**src/sv/itrd_pkg.sv**
```systemverilog
// Package of shared constants, types and a helper function for the radix digit converter.
package itrd_pkg;

    localparam int VALUE_BITS = 31;
    localparam int RADIX_W    = 5;
    localparam int DIGIT_W    = 4;
    localparam int CHAR_W     = 7;
    localparam int BIT_CNT_W  = (VALUE_BITS > 1) ? $clog2(VALUE_BITS) : 1;
    localparam int IDX_W      = (VALUE_BITS > 1) ? $clog2(VALUE_BITS) : 1;
    localparam int CNT_W      = $clog2(VALUE_BITS + 1);

    localparam logic [RADIX_W-1:0] RADIX_RESET = RADIX_W'(10);
    localparam logic [DIGIT_W-1:0] DIGIT_TEN   = DIGIT_W'(10);
    localparam logic [CHAR_W-1:0]  ASCII_ZERO  = CHAR_W'(8'h30);
    localparam logic [CHAR_W-1:0]  ASCII_UPPER_A = CHAR_W'(8'h41);

    typedef enum logic [1:0] {
        STAT_DIGIT   = 2'd0,
        STAT_EMPTY   = 2'd1,
        STAT_BADBASE = 2'd2
    } status_t;

    typedef enum logic [1:0] {
        S_IDLE,
        S_DIV,
        S_EMIT,
        S_SPECIAL
    } state_t;

    // Maps a digit value to its ASCII character, uppercase letters above nine.
    function automatic logic [CHAR_W-1:0] digit_to_ascii(input logic [DIGIT_W-1:0] d);
        logic [CHAR_W-1:0] ch;
        if (d < DIGIT_TEN)
        begin
            ch = ASCII_ZERO + CHAR_W'(d);
        end
        else
        begin
            ch = ASCII_UPPER_A + CHAR_W'(d - DIGIT_TEN);
        end
        return ch;
    endfunction

endpackage

```
**src/sv/integer_to_radix_digits_top.sv**
```systemverilog
// Top level of the integer to radix digit converter with its division sequencer.
//
//  Channel  | Handshake                | Payload
//  ---------+--------------------------+----------------------------------
//  config   | wr_en (no wait)          | wr_data[4:0]  radix
//  input    | in_valid / in_ready      | value[30:0]
//  output   | out_valid / out_ready    | digit_char[6:0], status[1:0], last
//
// Each digit comes from one restoring division of the working quotient by the
// radix, one quotient bit per cycle through a single shared compare-subtract
// unit, over all VALUE_BITS (31) bits of the quotient. A value of D digits is
// therefore taken, divided once for each digit and then emitted one digit a
// cycle when the output is not stalled. Zero and invalid-base words skip the
// division and give a single result word. Reset puts the radix at 10 and
// leaves the block idle; a stalled output only holds the emit phase or the
// single word of a zero or invalid-base input, and a new input word is taken
// as soon as the block is idle, even while the final result word still waits
// in the output register.
module integer_to_radix_digits_top
    import itrd_pkg::*;
(
    input  logic                    clk,
    input  logic                    rst_n,
    input  logic                    wr_en,
    input  logic [RADIX_W-1:0]      wr_data,
    input  logic                    in_valid,
    output logic                    in_ready,
    input  logic [VALUE_BITS-1:0]   value,
    output logic                    out_valid,
    input  logic                    out_ready,
    output logic [CHAR_W-1:0]       digit_char,
    output logic [1:0]              status,
    output logic                    last
);

    // Control state.
    state_t                 state_reg, state_next;
    logic [RADIX_W-1:0]     radix_reg;
    logic                   out_valid_reg, out_valid_next;

    // Datapath registers.
    logic [VALUE_BITS-1:0]  quot_reg, quot_next;
    logic [DIGIT_W-1:0]     rem_reg, rem_next;
    logic [BIT_CNT_W-1:0]   bit_cnt_reg, bit_cnt_next;
    logic [CNT_W-1:0]       digit_cnt_reg, digit_cnt_next;
    logic [IDX_W-1:0]       emit_idx_reg, emit_idx_next;
    status_t                special_reg, special_next;
    logic [CHAR_W-1:0]      char_reg, char_next;
    status_t                status_reg, status_next;
    logic                   last_reg, last_next;

    // Digits of the current conversion, least significant first.
    logic [DIGIT_W-1:0]     store [VALUE_BITS];

    // Shared compare-subtract unit signals.
    logic [RADIX_W-1:0]     trial;
    logic                   trial_ge;
    logic [RADIX_W-1:0]     trial_sub;
    logic [VALUE_BITS-1:0]  quot_shift;
    logic                   div_last_bit;
    logic                   quot_zero;
    logic                   store_full;
    logic                   radix_ok;
    logic                   out_load;

    // One step of restoring division: bring down the next dividend bit and
    // subtract the radix when the partial remainder has reached it. The
    // partial remainder is always below the radix, so four bits hold it.
    always_comb
    begin
        trial        = {rem_reg, quot_reg[VALUE_BITS-1]};
        trial_ge     = (trial >= radix_reg);
        trial_sub    = trial_ge ? (trial - radix_reg) : trial;
        quot_shift   = {quot_reg[VALUE_BITS-2:0], trial_ge};
        div_last_bit = (bit_cnt_reg == BIT_CNT_W'(VALUE_BITS - 1));
        quot_zero    = (quot_shift == '0);
        store_full   = (digit_cnt_reg == CNT_W'(VALUE_BITS - 1));
        radix_ok     = radix_reg inside {[RADIX_W'(2):RADIX_W'(10)], RADIX_W'(16)};
        out_load     = !out_valid_reg || out_ready;
    end

    // Next-state logic of the sequencer.
    always_comb
    begin
        state_next = state_reg;
        case (state_reg)
            S_IDLE:
            begin
                if (in_valid)
                begin
                    if ((value == '0) || !radix_ok)
                    begin
                        state_next = S_SPECIAL;
                    end
                    else
                    begin
                        state_next = S_DIV;
                    end
                end
            end
            S_DIV:
            begin
                if (div_last_bit && (quot_zero || store_full))
                begin
                    state_next = S_EMIT;
                end
            end
            S_EMIT:
            begin
                if (out_load && (emit_idx_reg == '0))
                begin
                    state_next = S_IDLE;
                end
            end
            S_SPECIAL:
            begin
                if (out_load)
                begin
                    state_next = S_IDLE;
                end
            end
            default:
            begin
                state_next = S_IDLE;
            end
        endcase
    end

    // Datapath and output logic.
    always_comb
    begin
        in_ready       = (state_reg == S_IDLE);
        quot_next      = quot_reg;
        rem_next       = rem_reg;
        bit_cnt_next   = bit_cnt_reg;
        digit_cnt_next = digit_cnt_reg;
        emit_idx_next  = emit_idx_reg;
        special_next   = special_reg;
        char_next      = char_reg;
        status_next    = status_reg;
        last_next      = last_reg;
        out_valid_next = out_load ? 1'b0 : out_valid_reg;

        case (state_reg)
            S_IDLE:
            begin
                if (in_valid)
                begin
                    quot_next      = value;
                    rem_next       = '0;
                    bit_cnt_next   = '0;
                    digit_cnt_next = '0;
                    special_next   = (value == '0) ? STAT_EMPTY : STAT_BADBASE;
                end
            end
            S_DIV:
            begin
                quot_next = quot_shift;
                if (div_last_bit)
                begin
                    // The remainder is this digit; start the next division afresh.
                    rem_next       = '0;
                    bit_cnt_next   = '0;
                    digit_cnt_next = digit_cnt_reg + CNT_W'(1);
                    emit_idx_next  = digit_cnt_reg[IDX_W-1:0];
                end
                else
                begin
                    rem_next     = trial_sub[DIGIT_W-1:0];
                    bit_cnt_next = bit_cnt_reg + BIT_CNT_W'(1);
                end
            end
            S_EMIT:
            begin
                // The character itself is read from the store in the clocked block.
                if (out_load)
                begin
                    out_valid_next = 1'b1;
                    status_next    = STAT_DIGIT;
                    last_next      = (emit_idx_reg == '0);
                    if (emit_idx_reg != '0)
                    begin
                        emit_idx_next = emit_idx_reg - IDX_W'(1);
                    end
                end
            end
            S_SPECIAL:
            begin
                if (out_load)
                begin
                    out_valid_next = 1'b1;
                    char_next      = '0;
                    status_next    = special_reg;
                    last_next      = 1'b1;
                end
            end
            default:
            begin
                out_valid_next = out_valid_reg;
            end
        endcase
    end

    // Control registers.
    always_ff @(posedge clk or negedge rst_n)
    begin
        if (!rst_n)
        begin
            state_reg     <= S_IDLE;
            radix_reg     <= RADIX_RESET;
            out_valid_reg <= 1'b0;
        end
        else
        begin
            state_reg     <= state_next;
            out_valid_reg <= out_valid_next;
            if (wr_en)
            begin
                radix_reg <= wr_data;
            end
        end
    end

    // Datapath registers and the digit store carry no reset. The store is
    // written at the end of each division and read when a digit is emitted.
    always_ff @(posedge clk)
    begin
        quot_reg      <= quot_next;
        rem_reg       <= rem_next;
        bit_cnt_reg   <= bit_cnt_next;
        digit_cnt_reg <= digit_cnt_next;
        emit_idx_reg  <= emit_idx_next;
        special_reg   <= special_next;
        status_reg    <= status_next;
        last_reg      <= last_next;
        if ((state_reg == S_EMIT) && out_load)
        begin
            char_reg <= digit_to_ascii(store[emit_idx_reg]);
        end
        else
        begin
            char_reg <= char_next;
        end
        if ((state_reg == S_DIV) && div_last_bit)
        begin
            store[digit_cnt_reg[IDX_W-1:0]] <= trial_sub[DIGIT_W-1:0];
        end
    end

    assign out_valid  = out_valid_reg;
    assign digit_char = char_reg;
    assign status     = status_reg;
    assign last       = last_reg;

endmodule

```
**config.mk**
```make
export PLATFORM = sky130hd
export DESIGN_NAME = integer_to_radix_digits_top
export DESIGN_NICKNAME = d
export VERILOG_FILES = /design/src/sv/itrd_pkg.sv /design/src/sv/integer_to_radix_digits_top.sv
export SDC_FILE = /design/constraint.sdc
export NUM_CORES = 1
export LEC_CHECK = 0
export ABC_CLOCK_PERIOD_IN_PS = 8600
export BUFFER_PORTS_ARGS = -buffer_cell sky130_fd_sc_hd__buf_2
export CAP_MARGIN = 10
export CORE_MARGIN = 4
export CORE_UTILIZATION = 55
export DETAILED_ROUTE_END_ITERATION = 10
export GPL_TIMING_DRIVEN = 0
export HOLD_SLACK_MARGIN = 0.1
export PLACE_DENSITY = 0.73
export SLEW_MARGIN = 10
export SYNTH_ARGS = -nofsm -noshare
export SYNTH_HDL_FRONTEND = slang
export SYNTH_SLANG_ARGS = --single-unit
```
**constraint.sdc**
```tcl
create_clock -name clk -period 8.6 [get_ports clk]
set_input_delay 0 -clock clk [delete_from_list [all_inputs] [get_ports clk]]
set_output_delay 0 -clock clk [all_outputs]
set_load 0.02 [all_outputs]
```
==> impl_metrics.ini, run 1 <==
[final_layout]
seq_area_sq_um = 5890
largest_reg_flops = 124
fin_cells = 989
antenna_cells = 0
multiInputGateArea_sq_um = 2750
synthToLayoutAreaGrowth_pct = 19.0
post-route-util_pct = 66.5
num-nets-final = 818
drive_gt1_share_pct = 17.3
n_fill_cell = 1080

[critical_path]
cp.arrival_ns = 4.12
path_common_cell = ha_1
crit_buf_inv = 3
crit_path_cell_trace = buf_2 > clkbuf_1 > mux4_2 > mux2i_1 > nor2_1 > nor3_2 > ha_1 > inv_1 > ha_1 > and3b_1 > a2111oi_0 > nor3_1
path_class = flop to flop
required_ns = 8.77
worstSetupEndpointType = flop
crit_path_top_delay_cell = clkbuf_1
cpPeakStageDelay_ns = 0.49
path_delay_family = buffers and inverters
cp-start-kind = flop
cp_max_fo = 10

[cts]
cts.sinks = 199
clkTransAtPathRegs_ns = 0.07
postCtsHoldBufs = 50
cts_setup_buffers = 0
clockBufferDepth = 2
root_buffer = clkbuf_16
cts_tree = yes
clkLatencyLatePin_ns = 0.43
ctsResizeCount = 0
cts_buffers = 17
h-tree-depth = 4

[synthesis]
synthTopCellsByArea = edfxtp_1 63%, nand2_1 5.2%, mux4_2 5.1%
synth_largest_area_cell = edfxtp_1
synth_simple_gate_area_share_pct = 13.5
async_flop_share_pct = 4.02
seq_area_frac_synth_pct = 66.6
netlist_area_sq_um = 8840
synthXorXnorAreaFrac_pct = 1.39
synth_compound_area_share_pct = 4.03
synth.most_common_cell = edfxtp_1
netlist_instances = 637
ys_ff_latch = 199
yosysWarnings = 0
synth_nets = 695
synth_mux_area_share_pct = 9.55
synth_edf_count = 186
synth_top_family_by_area = simple AND/OR/NAND/NOR gates
synthTopCellsByCount = 186 x edfxtp_1, 122 x nand2_1, 61 x nor2_1, 20 x inv_1, 20 x mux4_2
synthAdderAreaFrac_pct = 2.49
synth.distinct_cells = 54
yosysTopAreaCellShare_pct = 63.2
synth_ff_type = edfxtp_1
synth.avg_cell_area_sq_um = 13.9

[floorplanning]
ioPinCount = 53
chipHeight_um = 135
start_util_pct = 55.9
dieArea_sq_um = 18200
die_width_um = 135
rows = 46
coreArea_sq_um = 15800

[place]
numPortBuffers = 51
place_inst = 907
routabilityCongestion = 0.903
hpwlAfterDp_um = 12600

[grt]
grt_util_met1_pct = 30.0
use_met3_pct = 4.77
grt_use_total_pct = 22.4
grt_pass1_wl_um = 30800
top_usage_layer = met2
grt_max_degree = 33
grt_antenna_before_repair = 0
grt_overflow_total = 0
first_global_vias = 5821
use_met2_pct = 36.4

[worst_hold_path]
min_path_type = primary input to flop

[timing]
fin_crit_sh_pct = 45.9
tns_ns = 0
final_max_slew_viol_count = 0
hold_ws_ns = 0.397
relSlewSlack_pct = 45.0
fin_worst_skew_ns = 0.00785
tightest_slew_ns = 0.825
rsz0062_at_grt = no
finalHoldViolations = 0
layout_min_cycle_time_ns = 3.95
setup_violations = 0
fmax_mhz = 253

[drt]
dr.pass1.iters = 6
vias = 5649
wirelength_um = 19100
vias_per_cell = 5.71
drt_iter0_drc = 468
antenna_left = 0
wl_per_cell_um = 19.3
drc = 0

[status]
status = finished, final reports clean

[run]
maxCapViolCount = 0

[pwr]
irDropWorstVdd_uv = 239
power_mw = 3.87
power_density_nw_per_um2 = 367
cellLeakagePower_nw = 3.85
## cell families after synthesis
family                     count (synthesis)
AOI/OAI and AO/OA                         57
xor gates and xnor gates                  14
adders and majority gates                 17
buffers and inverters                     47
DFF                                      199
muxes                                     45
and+or+nand+nor                          258
## area by class of cell
type	instances	area share (%)
inverters	20	0.713
flip-flops and latches	199	55.9
plain buffers	27	1.37
clock inverters	12	1.45
clock buffers	20	4.15
multi-input cells	391	26.1
well taps	216	2.57
repair buffers	104	7.69
## tightest hold or removal path, delay by kind of cell
kind	cells	cell delay, ns
and+or+nand+nor	2	0.09
buffers and inverters	2	0.63
## cell usage in the layout, fill, tap and decap left out, types with 11 or more instances in the layout
cell,n
a21oi_1,17
buf_2,54
clkbuf_1,20
clkbuf_16,17
dlygate4sd3_1,50
edfxtp_1,186
ha_1,16
inv_1,20
mux2_2,11
mux4_2,20
nand2_1,122
nand2b_1,11
nor2_1,60
nor4_1,14
o21ai_0,12
## metal layers
metal,up-vias,share of wire (%)
met4,0,2.7
met3,43,7.0
met1,2759,41
li1,2614,-
met2,233,50
met5,-,0
## through the flow
stage                     instance area (sq um)  worst slack, ns
after detailed placement                   9440             4.71
after CTS                                 10500             4.70
after floorplan                            8840             5.33
final                                     10500             4.65
after global routing                      10500             4.45
after global placement                     9370             4.62
## path summary, 6_finish.rpt
check / slack [ns] / end / start / cells after the start
worst max-delay path: 4.65 / digit_char[4] / flop / 12
worst min-delay path: 0.40 / quot_reg[17] / value[17] / 4
worst max register to register: 4.65 / digit_char[4] / flop / 12
worst min register to register: 0.54 / quot_reg[24] / quot_reg[23] / 2
max in group asynchronous: 7.22 / radix_reg[2] / rst_n / 4
min in group asynchronous: 0.63 / radix_reg[3] / rst_n / 3
## where the power goes
group	internal, mW	switching [mW]	leakage [nW]	total, mW
clock	0.457	0.338	0.278	0.795
sequential	1.50	0.0993	1.85	1.60
combinational	0.541	0.930	1.71	1.47
Note: power is estimated with default switching activity, not from simulation.
==> inputs of run 2 (changes only) <==
--- a/config.mk
+++ b/config.mk
@@ -5,7 +5,8 @@
 export SDC_FILE = /design/constraint.sdc
 export NUM_CORES = 1
 export LEC_CHECK = 0
-export ABC_CLOCK_PERIOD_IN_PS = 8600
+export ABC_AREA = 1
+export ABC_CLOCK_PERIOD_IN_PS = 3800
 export BUFFER_PORTS_ARGS = -buffer_cell sky130_fd_sc_hd__buf_2
 export CAP_MARGIN = 10
 export CORE_MARGIN = 4
==> constraint.sdc (replaced) <==
create_clock -name clk -period 3.8 [get_ports clk]
set_input_delay 0 -clock clk [delete_from_list [all_inputs] [get_ports clk]]
set_output_delay 0 -clock clk [all_outputs]
set_load 0.02 [all_outputs]
==> run 2 against run 1 <==
Register-to-register slack worse by 4.0 ns; routed wire length up 10%; via count up 17%; critical path depth down 3; final cell count up 23%; sequential power up 130%; clock skew down 0.0015 ns; hold slack worse by 0.0056 ns; clock power up 120%; synthesized cell count up 36%; critical path type unchanged.
==> impl_metrics.ini, run 2 <==
[synthesis]
netlist_area_sq_um = 9030
synthTopCellsByArea = edfxtp_1 62%, nand2_1 11%, nand3_1 6.5%
synth_edf_count = 186
synth.distinct_cells = 36
ys_ff_latch = 199
synth_largest_area_cell = edfxtp_1
yosysWarnings = 0
seq_area_frac_synth_pct = 65.2
synth.most_common_cell = nand2_1
yosysTopAreaCellShare_pct = 61.9
netlist_instances = 864
synthTopCellsByCount = 256 x nand2_1, 186 x edfxtp_1, 118 x nand3_1, 71 x nor2_1, 64 x inv_1
async_flop_share_pct = 4.02
synth.avg_cell_area_sq_um = 10.4
synth_ff_type = edfxtp_1
synth_nets = 922

[timing]
hold_ws_ns = 0.392
fin_crit_sh_pct = 82.3
relSlewSlack_pct = 30.2
tightest_slew_ns = 1.05
finalHoldViolations = 0
fin_worst_skew_ns = 0.00635
fmax_mhz = 320
layout_min_cycle_time_ns = 3.13
setup_violations = 0
final_max_slew_viol_count = 0
finalWorstSetupSlack_ns = 0.673
rsz0062_at_grt = no

[final_layout]
multiInputGateArea_sq_um = 2680
post-route-util_pct = 66.6
drive_gt1_share_pct = 12.9
fin_cells = 1214
n_fill_cell = 1240
largest_reg_flops = 124
final_common_cell = nand2_1
design_area_sq_um = 10700
seq_area_sq_um = 5890
layout_common_cells = 255 x nand2_1, 186 x edfxtp_1, 118 x nand3_1
synthToLayoutAreaGrowth_pct = 18.1
antenna_cells = 0
num-nets-final = 1043

[pwr]
cellLeakagePower_nw = 4.26
irDropWorstVdd_uv = 910
power_density_nw_per_um2 = 849

[critical_path]
reg2regPathDepth = 9
cpPeakStageDelay_ns = 0.81
r2r_setup_slack_ns = 0.67
cp-start-kind = flop
cp_max_fo = 31
crit_path_cell_trace = inv_1 > ha_1 > nand2_1 > o21ai_0 > nand2_1 > nand3_1 > a21oi_2 > o21ai_0 > inv_1
crit_path_top_delay_cell = inv_1
cp-startpoint = radix_reg[1]
cp.arrival_ns = 3.21
path_class = flop to flop
worstSetupEndpointType = flop
r2r_start = radix_reg[1]
required_ns = 3.88
r2r-end = store[13][1]
crit_end = store[13][1]

[grt]
grt_max_degree = 33
grt_pass1_wl_um = 33300
first_global_vias = 6391
grt_overflow_total = 0
grt_antenna_before_repair = 0
grt_use_total_pct = 23.8

[cts]
h-tree-depth = 4
cts.sinks = 199
root_buffer = clkbuf_16
ctsResizeCount = 0
cts_buffers = 17
cts_tree = yes
clkLatencyLatePin_ns = 0.43
clkTransAtPathRegs_ns = 0.07
clockBufferDepth = 2

[place]
routabilityCongestion = 0.890
hpwlAfterDp_um = 13600
pre_cts_slack_ns = 0.708
place_area_sq_um = 9600
place_inst = 1132
numPortBuffers = 51

[status]
status = finished, final reports clean

[drt]
drc = 0
vias_per_cell = 5.44
vias = 6608
drt_iter0_drc = 572
antenna_left = 0
wl_per_cell_um = 17.3
dr.pass1.iters = 5
wirelength_um = 21000

[floorplanning]
die_width_um = 136
dieArea_sq_um = 18500
coreArea_sq_um = 16000
chipHeight_um = 136
rows = 46
ioPinCount = 53
start_util_pct = 56.4

[worst_hold_path]
min_path_type = primary input to flop

[run]
maxCapViolCount = 0
run 2: cell type report:
| cell class | instances | area share [%] |
|---|---|---|
| Clock buffer | 18 | 4.03 |
| Sequential cell | 199 | 55.2 |
| Clock inverter | 14 | 1.27 |
| Buffer | 32 | 1.94 |
| Inverter | 70 | 2.51 |
| Multi-Input combinational cell | 563 | 25.1 |
| Tap cell | 216 | 2.54 |
| Timing Repair Buffer | 102 | 7.35 |
run 2: report_power, final:
part           switching [mW]  total (mW)  internal [mW]
clock                   0.774        1.73          0.960
sequential              0.198        3.63           3.43
combinational            2.62        3.68           1.06
total                    3.59        9.05           5.45
run 2: worst min path at each step:
stage	from	endpoint	slack (ns)	depth (start not counted)
after floorplan	rst_n	async pin	-0.30	0
after global placement	rst_n	async pin	-0.15	1
after detailed placement	rst_n	state_reg[0]	-0.15	1
after CTS	out_ready	flop	0.31	3
after global routing	out_ready	flop	0.40	3
final	out_ready	flop	0.39	3
run 2: logic make-up (layout without fill, tap and decap cells):
| family | Yosys count | count (layout) | share of synthesized area, % |
|---|---|---|---|
| compound gates | 63 | 63 | 3.88 |
| xor+xnor | 10 | 10 | 0.970 |
| fa+ha+maj | 17 | 17 | 2.44 |
| buf+inv | 102 | 236 | 5.25 |
| flops | 199 | 199 | 65.2 |
| mux | 2 | 2 | 0.291 |
| simple gates | 471 | 471 | 22.0 |
run 2: timing repair:
action,CTS,global route
hold buffers,50,0
buffers inserted,0,0
endpoints found under the hold margin,50,0
run 2: metal layers:
layer	wire length, um	vias up	track usage [%]	part of all wire (%)
met1	8920	3093	31.9	43
li1	-	3178	-	-
met4	640	0	9.69	3.0
met5	0	-	0	0
met3	1450	57	4.59	6.9
met2	9980	280	38.4	48
run 2: per-stage QoR:
step           TNS (ns)  total power [mW]
2_1_floorplan         0              6.04
3_3_place_gp     -36.36              7.13
3_5_place_dp          0              7.26
4_1_cts               0              9.03
5_1_grt               0              9.60
6_report              0              9.05
run 2: worst max-delay path: cells and delay by family (launching register included):
family / cells / cell delay [ns]
and+or+nand+nor: 3 / 0.23
AOI/OAI and AO/OA: 3 / 0.78
buffers and inverters: 2 / 0.89
DFF: 1 / 0.56
adders and majority gates: 1 / 0.31
